`src/rtl/ps2a_pkg.sv`:
```
// ----------------------------------------------------------------------------
// ps2a_pkg
// Shared types, codes and translation tables for the PS/2 set-2 decoder.
// ----------------------------------------------------------------------------
package ps2a_pkg;

   // Default size of the key map
   localparam int KEY_CODES_DEFAULT = 256;

   // Prefix bytes of the set-2 protocol
   localparam logic [7:0] PFX_EXT   = 8'hE0;
   localparam logic [7:0] PFX_BREAK = 8'hF0;
   localparam logic [7:0] PFX_PAUSE = 8'hE1;

   // Extended keys that translate to a character
   localparam logic [7:0] EXT_KP_SLASH = 8'h4A;
   localparam logic [7:0] EXT_KP_ENTER = 8'h5A;
   localparam logic [7:0] CHR_SLASH    = 8'h2F;
   localparam logic [7:0] CHR_CR       = 8'h0D;

   // Letter case handling
   localparam logic [7:0] CASE_DIFF = 8'h20;
   localparam logic [7:0] CHR_UP_A  = 8'h41;
   localparam logic [7:0] CHR_UP_Z  = 8'h5A;
   localparam logic [7:0] CHR_LO_A  = 8'h61;
   localparam logic [7:0] CHR_LO_Z  = 8'h7A;

   // Register reset values
   localparam logic [7:0] LEFT_SHIFT_RST  = 8'd18;
   localparam logic [7:0] RIGHT_SHIFT_RST = 8'd89;
   localparam logic [7:0] CAPS_LOCK_RST   = 8'd88;

   // Register indexes
   localparam int CSR_IDX_W = 2;
   typedef enum logic [CSR_IDX_W-1:0] {
      CSR_LEFT_SHIFT  = 2'd0,
      CSR_RIGHT_SHIFT = 2'd1,
      CSR_CAPS_LOCK   = 2'd2
   } csr_idx_type;

   // Write port of the key map
   typedef struct packed {
      logic       en;
      logic [7:0] addr;
      logic       val;
   } map_wr_type;

   // One result beat
   typedef struct packed {
      logic [7:0] last_scan;
      logic [7:0] last_char;
      logic       paused;
      logic       caps_on;
      logic       shift_held;
      logic       key_pressed;
   } rsp_type;

   // Unshifted translation table
   localparam logic [7:0] PLAIN_TAB [128] = '{
      8'h00,8'h00,8'h00,8'h00,8'h00,8'h00,8'h00,8'h00,
      8'h00,8'h00,8'h00,8'h00,8'h00,8'h09,8'h60,8'h00,
      8'h00,8'h00,8'h00,8'h00,8'h00,8'h71,8'h31,8'h00,
      8'h00,8'h00,8'h7A,8'h73,8'h61,8'h77,8'h32,8'h00,
      8'h00,8'h63,8'h78,8'h64,8'h65,8'h34,8'h33,8'h00,
      8'h00,8'h20,8'h76,8'h66,8'h74,8'h72,8'h35,8'h00,
      8'h00,8'h6E,8'h62,8'h68,8'h67,8'h79,8'h36,8'h00,
      8'h00,8'h00,8'h6D,8'h6A,8'h75,8'h37,8'h38,8'h00,
      8'h00,8'h2C,8'h6B,8'h69,8'h6F,8'h30,8'h39,8'h00,
      8'h00,8'h2E,8'h2F,8'h6C,8'h3B,8'h70,8'h00,8'h00,
      8'h00,8'h00,8'h27,8'h00,8'h5B,8'h3D,8'h00,8'h00,
      8'h00,8'h00,8'h0D,8'h5D,8'h00,8'h5C,8'h00,8'h00,
      8'h00,8'h00,8'h00,8'h00,8'h00,8'h00,8'h08,8'h00,
      8'h00,8'h00,8'h00,8'h00,8'h00,8'h00,8'h00,8'h00,
      8'h00,8'h00,8'h00,8'h00,8'h00,8'h00,8'h1B,8'h00,
      8'h00,8'h2B,8'h00,8'h2D,8'h2A,8'h00,8'h00,8'h00
   };

   // Shifted translation table
   localparam logic [7:0] SHIFT_TAB [128] = '{
      8'h00,8'h00,8'h00,8'h00,8'h00,8'h00,8'h00,8'h00,
      8'h00,8'h00,8'h00,8'h00,8'h00,8'h09,8'h7E,8'h00,
      8'h00,8'h00,8'h00,8'h00,8'h00,8'h51,8'h21,8'h00,
      8'h00,8'h00,8'h5A,8'h53,8'h41,8'h57,8'h40,8'h00,
      8'h00,8'h43,8'h58,8'h44,8'h45,8'h24,8'h23,8'h00,
      8'h00,8'h20,8'h56,8'h46,8'h54,8'h52,8'h25,8'h00,
      8'h00,8'h4E,8'h42,8'h48,8'h47,8'h59,8'h5E,8'h00,
      8'h00,8'h00,8'h4D,8'h4A,8'h55,8'h26,8'h2A,8'h00,
      8'h00,8'h3C,8'h4B,8'h49,8'h4F,8'h29,8'h28,8'h00,
      8'h00,8'h3E,8'h3F,8'h4C,8'h3A,8'h50,8'h00,8'h00,
      8'h00,8'h00,8'h22,8'h00,8'h7B,8'h2B,8'h00,8'h00,
      8'h00,8'h00,8'h0D,8'h7D,8'h00,8'h7C,8'h00,8'h00,
      8'h00,8'h00,8'h00,8'h00,8'h00,8'h00,8'h08,8'h00,
      8'h00,8'h00,8'h00,8'h00,8'h00,8'h00,8'h00,8'h00,
      8'h00,8'h00,8'h00,8'h00,8'h00,8'h00,8'h1B,8'h00,
      8'h00,8'h2B,8'h00,8'h2D,8'h2A,8'h00,8'h00,8'h00
   };

endpackage

```
`src/rtl/ps2_scan_code_to_ascii.sv`:
```
// ----------------------------------------------------------------------------
// ps2_scan_code_to_ascii
// PS/2 set-2 keyboard byte decoder with pressed-key map and ASCII translation.
// ----------------------------------------------------------------------------
// Takes one keyboard byte per cycle while req_ready is high and returns one
// result beat per byte, registered through a two-entry output buffer
// (output register plus skid entry) so input keeps flowing while a result
// waits. The key map lives in a memory; the state of the two shift keys is
// mirrored in registers, so a byte needs no map read. After each register
// write the block holds req_ready low through its pending and load states
// while the map is read at the new shift codes to reload the mirrors. A
// clear item empties the map through per-entry valid flags; there is no
// clearing pass after reset.
// ----------------------------------------------------------------------------
module ps2_scan_code_to_ascii #(
   parameter int KEY_CODES = ps2a_pkg::KEY_CODES_DEFAULT
) (
   input  logic                          clock,
   input  logic                          reset,
   // byte input
   input  logic                          req_valid,
   output logic                          req_ready,
   input  logic                          req_mode,
   input  logic [7:0]                    req_scan_byte,
   // result output
   output logic                          rsp_valid,
   input  logic                          rsp_ready,
   output logic [7:0]                    rsp_last_scan,
   output logic [7:0]                    rsp_last_char,
   output logic                          rsp_paused,
   output logic                          rsp_caps_on,
   output logic                          rsp_shift_held,
   output logic                          rsp_key_pressed,
   // register write port
   input  logic                          csr_write_en,
   input  logic [ps2a_pkg::CSR_IDX_W-1:0] csr_index,
   input  logic [7:0]                    csr_wdata
);

   localparam logic [8:0] KEY_LIMIT = 9'(KEY_CODES);

   // registers
   logic [7:0]        left_ff,  left_in;
   logic [7:0]        right_ff, right_in;
   logic [7:0]        caps_code_ff, caps_code_in;
   logic              ext_ff,   ext_in;
   logic              make_ff,  make_in;
   logic              caps_ff,  caps_in;
   logic              pause_ff, pause_in;
   logic [7:0]        scan_ff,  scan_in;
   logic [7:0]        char_ff,  char_in;
   logic              shl_ff,   shl_in;
   logic              shr_ff,   shr_in;
   logic              pend_ff,  pend_in;
   logic              load_ff,  load_in;
   logic              out_vld_ff, out_vld_in;
   logic              skid_vld_ff, skid_vld_in;
   ps2a_pkg::rsp_type out_ff,  out_in;
   ps2a_pkg::rsp_type skid_ff, skid_in;

   // combinational
   ps2a_pkg::map_wr_type map_wr;
   ps2a_pkg::rsp_type    rsp_new;
   logic                 accept;
   logic                 take;
   logic                 clear;
   logic                 is_key;
   logic                 in_rng;
   logic                 hit_l;
   logic                 hit_r;
   logic                 do_wr;
   logic                 rd_bit_a;
   logic                 rd_bit_b;
   logic [7:0]           ch;
   logic [7:0]           k;

   assign k         = req_scan_byte;
   assign req_ready = !pend_ff && !load_ff && !skid_vld_ff;
   assign accept    = req_valid && req_ready;
   assign take      = out_vld_ff && rsp_ready;
   assign clear     = accept && req_mode;

   ps2a_key_map #(
      .KEY_CODES (KEY_CODES)
   ) u_key_map (
      .clock     (clock),
      .reset     (reset),
      .wr        (map_wr),
      .clear     (clear),
      .rd_en     (pend_ff),
      .rd_addr_a (left_ff),
      .rd_addr_b (right_ff),
      .rd_bit_a  (rd_bit_a),
      .rd_bit_b  (rd_bit_b)
   );

   // Register writes; any write starts a reload of the shift mirrors
   always_comb begin
      left_in      = left_ff;
      right_in     = right_ff;
      caps_code_in = caps_code_ff;
      if (csr_write_en) begin
         unique case (csr_index)
            ps2a_pkg::CSR_LEFT_SHIFT:  left_in      = csr_wdata;
            ps2a_pkg::CSR_RIGHT_SHIFT: right_in     = csr_wdata;
            ps2a_pkg::CSR_CAPS_LOCK:   caps_code_in = csr_wdata;
            default: ;
         endcase
      end
      pend_in = csr_write_en;
      load_in = pend_ff;
   end

   // Decode the byte, update the map, mirrors and flags, translate
   always_comb begin
      is_key = !(k == ps2a_pkg::PFX_EXT || k == ps2a_pkg::PFX_BREAK ||
                 k == ps2a_pkg::PFX_PAUSE);
      in_rng = {1'b0, k} < KEY_LIMIT;
      hit_l  = k == left_ff;
      hit_r  = k == right_ff;
      // break of an extended shift leaves the map alone
      do_wr  = make_ff || !ext_ff || !(hit_l || hit_r);

      map_wr.en   = accept && !req_mode && is_key && do_wr && in_rng;
      map_wr.addr = k;
      map_wr.val  = make_ff;

      ext_in   = ext_ff;
      make_in  = make_ff;
      caps_in  = caps_ff;
      pause_in = pause_ff;
      scan_in  = scan_ff;
      char_in  = char_ff;

      // shift mirrors
      shl_in = shl_ff;
      shr_in = shr_ff;
      if (load_ff) begin
         shl_in = rd_bit_a;
         shr_in = rd_bit_b;
      end else if (clear) begin
         shl_in = 1'b0;
         shr_in = 1'b0;
      end else if (map_wr.en) begin
         if (hit_l) shl_in = make_ff;
         if (hit_r) shr_in = make_ff;
      end

      if (accept && !req_mode && is_key && make_ff && !ext_ff &&
          k == caps_code_ff) begin
         caps_in = !caps_ff;
      end

      // translate
      ch = 8'h00;
      if (!k[7]) begin
         if (ext_ff) begin
            if (k == ps2a_pkg::EXT_KP_SLASH) ch = ps2a_pkg::CHR_SLASH;
            else if (k == ps2a_pkg::EXT_KP_ENTER) ch = ps2a_pkg::CHR_CR;
         end else if (shl_in || shr_in) begin
            ch = ps2a_pkg::SHIFT_TAB[k[6:0]];
            if (caps_in && ch >= ps2a_pkg::CHR_UP_A && ch <= ps2a_pkg::CHR_UP_Z) begin
               ch = ch + ps2a_pkg::CASE_DIFF;
            end
         end else begin
            ch = ps2a_pkg::PLAIN_TAB[k[6:0]];
            if (caps_in && ch >= ps2a_pkg::CHR_LO_A && ch <= ps2a_pkg::CHR_LO_Z) begin
               ch = ch - ps2a_pkg::CASE_DIFF;
            end
         end
      end

      // flags and recent code
      if (accept) begin
         if (req_mode) begin
            scan_in = 8'h00;
            char_in = 8'h00;
         end else if (k == ps2a_pkg::PFX_EXT) begin
            ext_in = 1'b1;
         end else if (k == ps2a_pkg::PFX_BREAK) begin
            make_in = 1'b0;
         end else if (k == ps2a_pkg::PFX_PAUSE) begin
            pause_in = 1'b1;
         end else begin
            if (make_ff) begin
               scan_in = k;
               if (ch != 8'h00) char_in = ch;
            end
            ext_in  = 1'b0;
            make_in = 1'b1;
         end
      end

      rsp_new.last_scan   = scan_in;
      rsp_new.last_char   = char_in;
      rsp_new.paused      = pause_in;
      rsp_new.caps_on     = caps_in;
      rsp_new.shift_held  = shl_in || shr_in;
      rsp_new.key_pressed = !req_mode && is_key && in_rng &&
                            (hit_l ? shl_in : (hit_r ? shr_in : make_ff));
   end

   // Output buffer: output register plus one skid entry
   always_comb begin
      out_vld_in  = out_vld_ff;
      skid_vld_in = skid_vld_ff;
      out_in      = out_ff;
      skid_in     = skid_ff;
      if (!out_vld_ff || take) begin
         if (skid_vld_ff) begin
            out_in      = skid_ff;
            out_vld_in  = 1'b1;
            skid_vld_in = 1'b0;
         end else begin
            out_in     = rsp_new;
            out_vld_in = accept;
         end
      end else if (accept) begin
         skid_in     = rsp_new;
         skid_vld_in = 1'b1;
      end
   end

   // Control state
   always_ff @(posedge clock) begin
      if (reset) begin
         left_ff      <= ps2a_pkg::LEFT_SHIFT_RST;
         right_ff     <= ps2a_pkg::RIGHT_SHIFT_RST;
         caps_code_ff <= ps2a_pkg::CAPS_LOCK_RST;
         ext_ff       <= 1'b0;
         make_ff      <= 1'b1;
         caps_ff      <= 1'b0;
         pause_ff     <= 1'b0;
         scan_ff      <= 8'h00;
         char_ff      <= 8'h00;
         shl_ff       <= 1'b0;
         shr_ff       <= 1'b0;
         pend_ff      <= 1'b0;
         load_ff      <= 1'b0;
         out_vld_ff   <= 1'b0;
         skid_vld_ff  <= 1'b0;
      end else begin
         left_ff      <= left_in;
         right_ff     <= right_in;
         caps_code_ff <= caps_code_in;
         ext_ff       <= ext_in;
         make_ff      <= make_in;
         caps_ff      <= caps_in;
         pause_ff     <= pause_in;
         scan_ff      <= scan_in;
         char_ff      <= char_in;
         shl_ff       <= shl_in;
         shr_ff       <= shr_in;
         pend_ff      <= pend_in;
         load_ff      <= load_in;
         out_vld_ff   <= out_vld_in;
         skid_vld_ff  <= skid_vld_in;
      end
   end

   // Result payload
   always_ff @(posedge clock) begin
      out_ff  <= out_in;
      skid_ff <= skid_in;
   end

   assign rsp_valid       = out_vld_ff;
   assign rsp_last_scan   = out_ff.last_scan;
   assign rsp_last_char   = out_ff.last_char;
   assign rsp_paused      = out_ff.paused;
   assign rsp_caps_on     = out_ff.caps_on;
   assign rsp_shift_held  = out_ff.shift_held;
   assign rsp_key_pressed = out_ff.key_pressed;

endmodule

```
`src/rtl/ps2a_key_map.sv`:
```
// ----------------------------------------------------------------------------
// ps2a_key_map
// Pressed-key map: one bit per scan code in a synchronous memory, with a
// per-entry valid flag so the whole map clears without a memory pass. Two
// registered read ports, one write port.
// ----------------------------------------------------------------------------
module ps2a_key_map #(
   parameter int KEY_CODES = ps2a_pkg::KEY_CODES_DEFAULT
) (
   input  logic                 clock,
   input  logic                 reset,
   input  ps2a_pkg::map_wr_type wr,
   input  logic                 clear,
   input  logic                 rd_en,
   input  logic [7:0]           rd_addr_a,
   input  logic [7:0]           rd_addr_b,
   output logic                 rd_bit_a,
   output logic                 rd_bit_b
);

   localparam int         KEY_AW    = $clog2(KEY_CODES);
   localparam logic [8:0] KEY_LIMIT = 9'(KEY_CODES);

   logic                 mem [KEY_CODES];
   logic [KEY_CODES-1:0] valid_ff;
   logic                 wr_rng;
   logic                 a_rng;
   logic                 b_rng;
   logic                 rd_mem_a_ff;
   logic                 rd_mem_b_ff;
   logic                 rd_vld_a_ff;
   logic                 rd_vld_b_ff;

   assign wr_rng = {1'b0, wr.addr}   < KEY_LIMIT;
   assign a_rng  = {1'b0, rd_addr_a} < KEY_LIMIT;
   assign b_rng  = {1'b0, rd_addr_b} < KEY_LIMIT;

   // Valid flags: drop all on reset or clear, mark on write
   always_ff @(posedge clock) begin
      if (reset || clear) begin
         valid_ff <= '0;
      end else if (wr.en && wr_rng) begin
         valid_ff[wr.addr[KEY_AW-1:0]] <= 1'b1;
      end
   end

   // Memory write
   always_ff @(posedge clock) begin
      if (wr.en && wr_rng) begin
         mem[wr.addr[KEY_AW-1:0]] <= wr.val;
      end
   end

   // Registered reads; codes outside the map read as released
   always_ff @(posedge clock) begin
      if (rd_en) begin
         rd_mem_a_ff <= mem[rd_addr_a[KEY_AW-1:0]];
         rd_mem_b_ff <= mem[rd_addr_b[KEY_AW-1:0]];
         rd_vld_a_ff <= valid_ff[rd_addr_a[KEY_AW-1:0]] & a_rng;
         rd_vld_b_ff <= valid_ff[rd_addr_b[KEY_AW-1:0]] & b_rng;
      end
   end

   assign rd_bit_a = rd_mem_a_ff & rd_vld_a_ff;
   assign rd_bit_b = rd_mem_b_ff & rd_vld_b_ff;

endmodule
```
`config.mk`:
```
export PLATFORM = sky130hd
export DESIGN_NAME = ps2_scan_code_to_ascii
export DESIGN_NICKNAME = d
export VERILOG_FILES = /design/src/rtl/ps2a_pkg.sv /design/src/rtl/ps2_scan_code_to_ascii.sv /design/src/rtl/ps2a_key_map.sv
export SDC_FILE = /design/constraint.sdc
export NUM_CORES = 1
export LEC_CHECK = 0
export ABC_AREA = 1
export ABC_CLOCK_PERIOD_IN_PS = 6700
export BUFFER_PORTS_ARGS = -buffer_cell sky130_fd_sc_hd__buf_2
export CAP_MARGIN = 20
export CORE_MARGIN = 8
export CORE_UTILIZATION = 50
export DETAILED_ROUTE_END_ITERATION = 10
export PLACE_DENSITY = 0.66
export SETUP_SLACK_MARGIN = 0.05
export SYNTH_ARGS = -nofsm -noshare
export SYNTH_HDL_FRONTEND = slang
export SYNTH_SLANG_ARGS = --single-unit
```
`constraint.sdc`:
```
create_clock -name clock -period 6.7 [get_ports clock]
set_input_delay 0.335 -clock clock [delete_from_list [all_inputs] [get_ports clock]]
set_output_delay 0.335 -clock clock [all_outputs]
set_load 0.03 [all_outputs]
```
==> flow_metrics.env <==
export IMPL_cts_sinks=606
export IMPL_rsz0062_at_grt="no"
export IMPL_wl_per_cell_um=23.0
export IMPL_holdPathEnd="right_ff[3]$_SDFFE_PP1P_"
export IMPL_synth_xor_area_share_pct=0.382
export IMPL_worst_pin_slew_ns=1.18
export IMPL_antenna_found_initial=2
export IMPL_finClkSkew_ns=0.0186
export IMPL_grt_ovfl_total=0
export IMPL_final_area_mm2=0.0347
export IMPL_fin_nets=3951
export IMPL_cts_buffers=68
export IMPL_min_delay_start="csr_wdata[3]"
export IMPL_reg2reg_depth=13
export IMPL_vdd_drop_max_mv=0.192
export IMPL_clk_pin_slew_worst_paths_ns=0.06
export IMPL_seq_area_frac_synth_pct=47.1
export IMPL_wl_um=111000
export IMPL_num_rows=93
export IMPL_hpwl_um=63600
export IMPL_route_detailed_drc=0
export IMPL_via_per_inst=6.25
export IMPL_drtIter0Drc=4024
export IMPL_final_hold_violation_count=0
export IMPL_synth_simple_area_share_pct=17.8
export IMPL_core_area_mm2=0.0640
export IMPL_p_leak_nw=11.7
export IMPL_grtUsageTotal_pct=28.9
export IMPL_status="completed"
export IMPL_grt_max_degree=201
export IMPL_dr_max_layer_used="met4"
export IMPL_synth_seq_cells=606
export IMPL_slew_headroom_pct=21.2
export IMPL_cts_buffer_depth=3
export IMPL_synth_fa_ha_area_share_pct=0.467
export IMPL_grt_pass1_wl_um=167000
export IMPL_syn2layout_area_growth_pct=8.20
export IMPL_synthCells=4079
export IMPL_htree_levels=3
export IMPL_clk_latency_ns=0.63
export IMPL_place_area_mm2=0.0325
export IMPL_ant_nets=0
export IMPL_required_ns=7.20
export IMPL_final_max_slew_violation_count=0
export IMPL_die_x_um=269
export IMPL_max_freq_mhz=229
export IMPL_avgSynthCellArea_um2=7.87
export IMPL_dr_wl_met2_um=48800
export IMPL_drive_gt1_share_pct=11.5
export IMPL_met3_wirelength_um=11800
export IMPL_start_util_pct=50.2
export IMPL_n_fill_cell=6043
export IMPL_synth_area_mm2=0.0321
export IMPL_min_path_type="input port to register"
export IMPL_netlist_cell_type_count=43
export IMPL_cp_end_kind="register"
export IMPL_wl_met1_um=44600
export IMPL_drv_cap=0
export IMPL_design_die_area_mm2=0.0726
export IMPL_drt_pre_antenna_iters=6
export IMPL_r2r_end="u_key_map.valid_ff[107]$_SDFFE_PP0P_"
export IMPL_crit_fanout=58
export IMPL_min_period_ns=4.36
export IMPL_grt_pass1_vias=27900
export IMPL_die_h_um=269
export IMPL_tns_ns=0
export IMPL_synth_compound_area_share_pct=27.6
export IMPL_cts_root_buf="clkbuf_16"
export IMPL_synth_warnings=0
export IMPL_worstHoldPathCells=3
export IMPL_r2r_start="left_ff[1]$_SDFFE_PP1P_"
export IMPL_r2r_slack_ns=2.34
export IMPL_vias=30200
export IMPL_io_buffers=45
export IMPL_cp_start_kind="register"
export IMPL_finalSetupViolCount=0
export IMPL_synth_mux_area_share_pct=0
export IMPL_powerDensity_mw_per_mm2=251
export IMPL_synth_top_family_by_area="compound AO/OA/AOI/OAI gates"
export IMPL_place_gp_congestion=0.952
export IMPL_top_level_ports=46
export IMPL_cts_tree="built"
export IMPL_crit_type="register to register"
export IMPL_timing_final_crit_share_pct=65.1
export IMPL_crit_arrival_ns=4.86
==> layout by cell type (no fill, tap or decap), types with 8 or more instances in the layout <==
cell type,n
a21oi_1,241
buf_2,45
buf_4,31
clkbuf_1,22
clkbuf_16,69
clkbuf_8,11
dfxtp_1,297
edfxtp_1,300
ha_1,12
inv_1,203
inv_2,16
nand2_1,306
nand2_2,26
nand3_1,98
nand3_2,8
nand4_1,11
nor2_1,911
nor3_1,16
o211ai_1,14
o21ai_0,824
o21ba_2,190
o22ai_1,183
o32ai_1,23
xnor2_1,14
==> worst max-delay path by stage <==
stage / from / end / slack, ns
floorplan: make_ff$_SDFFE_PP1P_ / rsp_last_char[0]$_DFFE_PP_ / 1.11
global placement: req_scan_byte[1] / u_key_map.valid_ff[232]$_SDFFE_PP0P_ / 2.09
detailed placement: req_scan_byte[1] / u_key_map.valid_ff[172]$_SDFFE_PP0P_ / 2.02
CTS: left_ff[1]$_SDFFE_PP1P_ / u_key_map.valid_ff[160]$_SDFFE_PP0P_ / 2.45
global route: left_ff[4]$_SDFFE_PP1P_ / u_key_map.valid_ff[155]$_SDFFE_PP0P_ / 2.21
finish: left_ff[1]$_SDFFE_PP1P_ / u_key_map.valid_ff[107]$_SDFFE_PP0P_ / 2.34
==> timing repair <==
action	4_1_cts	5_1_grt
resized for setup	0	0
hold endpoints to repair	4	0
setup buffers	0	0
hold buffers	3	0
==> metrics by stage <==
stage | setup slack [ns] | cells | utilization (%) | hold slack (ns) | power, mW
4_1_cts | 2.45 | 4825 | 54.3 | 0.00398 | 8.73
5_1_grt | 2.21 | 4825 | 54.3 | 0.0253 | 8.96
3_3_place_gp | 2.09 | 4697 | 50.8 | 0.423 | 5.05
6_report | 2.34 | 4826 | 54.3 | 0.0273 | 8.73
3_5_place_dp | 2.02 | 4697 | 50.8 | 0.429 | 5.05
2_1_floorplan | 1.11 | 4081 | - | 0.415 | 4.72
==> synth_stat cells <==
library cell  instances  area [um2]
o221ai_1              5        43.8
inv_1               210         788
nor3_1               16        80.1
a21oi_1             241        1210
and2_1                1        6.26
o311ai_0              2        17.5
o22ai_1             183        1140
o21bai_1              2        15.0
nor2_2                5        31.3
and3_1                1        6.26
nor2_1              912        3420
dfxtp_1             306        6130
clkbuf_1            279        1050
nand3_1              98         490
buf_4                 3        22.5
inv_2                12        45.0
nor3_4                1        16.3
buf_1                14        52.6
a31oi_1               2        12.5
buf_2                17        85.1
nand2_4               3        33.8
edfxtp_1            300        9010
xnor2_1              14         123
nand3_2               8        80.1
clkinv_1              3        11.3
buf_6                 6        67.6
clkbuf_2              1        5.00
ha_1                 12         150
o211ai_1             14         105
o31ai_1               1        7.51
o21ai_2               2        17.5
nand2_1             306        1150
o32ai_1              23         201
nand2_2              26         163
o21ai_0             825        4130
nand3b_1              1        7.51
o21ai_1               7        35.0
nand4_1              11        68.8
conb_1                1        3.75
nand3_4               5        87.6
o21a_1                3        22.5
o21ba_2             190        1900
nor2_4                7        78.8
==> logic make-up after synthesis <==
logic type | Yosys count
DFF | 606
adders and majority gates | 12
xor gates and xnor gates | 14
buffers and inverters | 545
other | 1
AOI/OAI and AO/OA | 1500
and+or+nand+nor | 1401
==> layout make-up <==
class	count	area [um2]	area share, %
antenna	1	2.50	0.00720
clock buffer	102	1960	5.64
sequential	606	15200	43.6
inverter	225	856	2.46
timing repair buffer	84	588	1.69
multi-input combinational	2930	14900	42.8
clock inverter	23	235	0.677
tap	855	1070	3.08
==> worst max-delay path, cell delays in order (launching register included) <==
cell	delay [ns]
dfxtp_4	0.53
inv_2	0.52
nand2_1	0.12
nand2_1	0.08
nand2_1	0.05
nor2_1	0.23
nand2_2	0.15
nand2_1	0.10
nand2_2	0.08
nand2_1	0.41
clkinv_1	0.69
nand3_1	0.81
nor2_1	0.18
o21ba_2	0.25
==> state kept, by name, indices dropped and copies added, names as in the netlist, 8 cells and up <==
register,count
u_key_map.valid_ff,256
rsp_last_char,8
char_ff,8
u_key_map.mem,256
left_ff,8
rsp_last_scan,8
skid_ff,20
caps_code_ff,8
scan_ff,8
right_ff,8
==> metal layers <==
layer  up-vias  GRT usage (%)
li1      13700              -
met1     14400           38.3
met2      1723           44.6
met3       333           6.40
met4         0           13.8
met5         -              0
==> where the power goes <==
part | total, mW | internal (mW) | switching [mW]
combinational | 1.02 | 0.280 | 0.737
sequential | 3.99 | 3.93 | 0.0602
clock | 3.73 | 2.15 | 1.57
No activity file was read; power rests on OpenSTA's default activity.
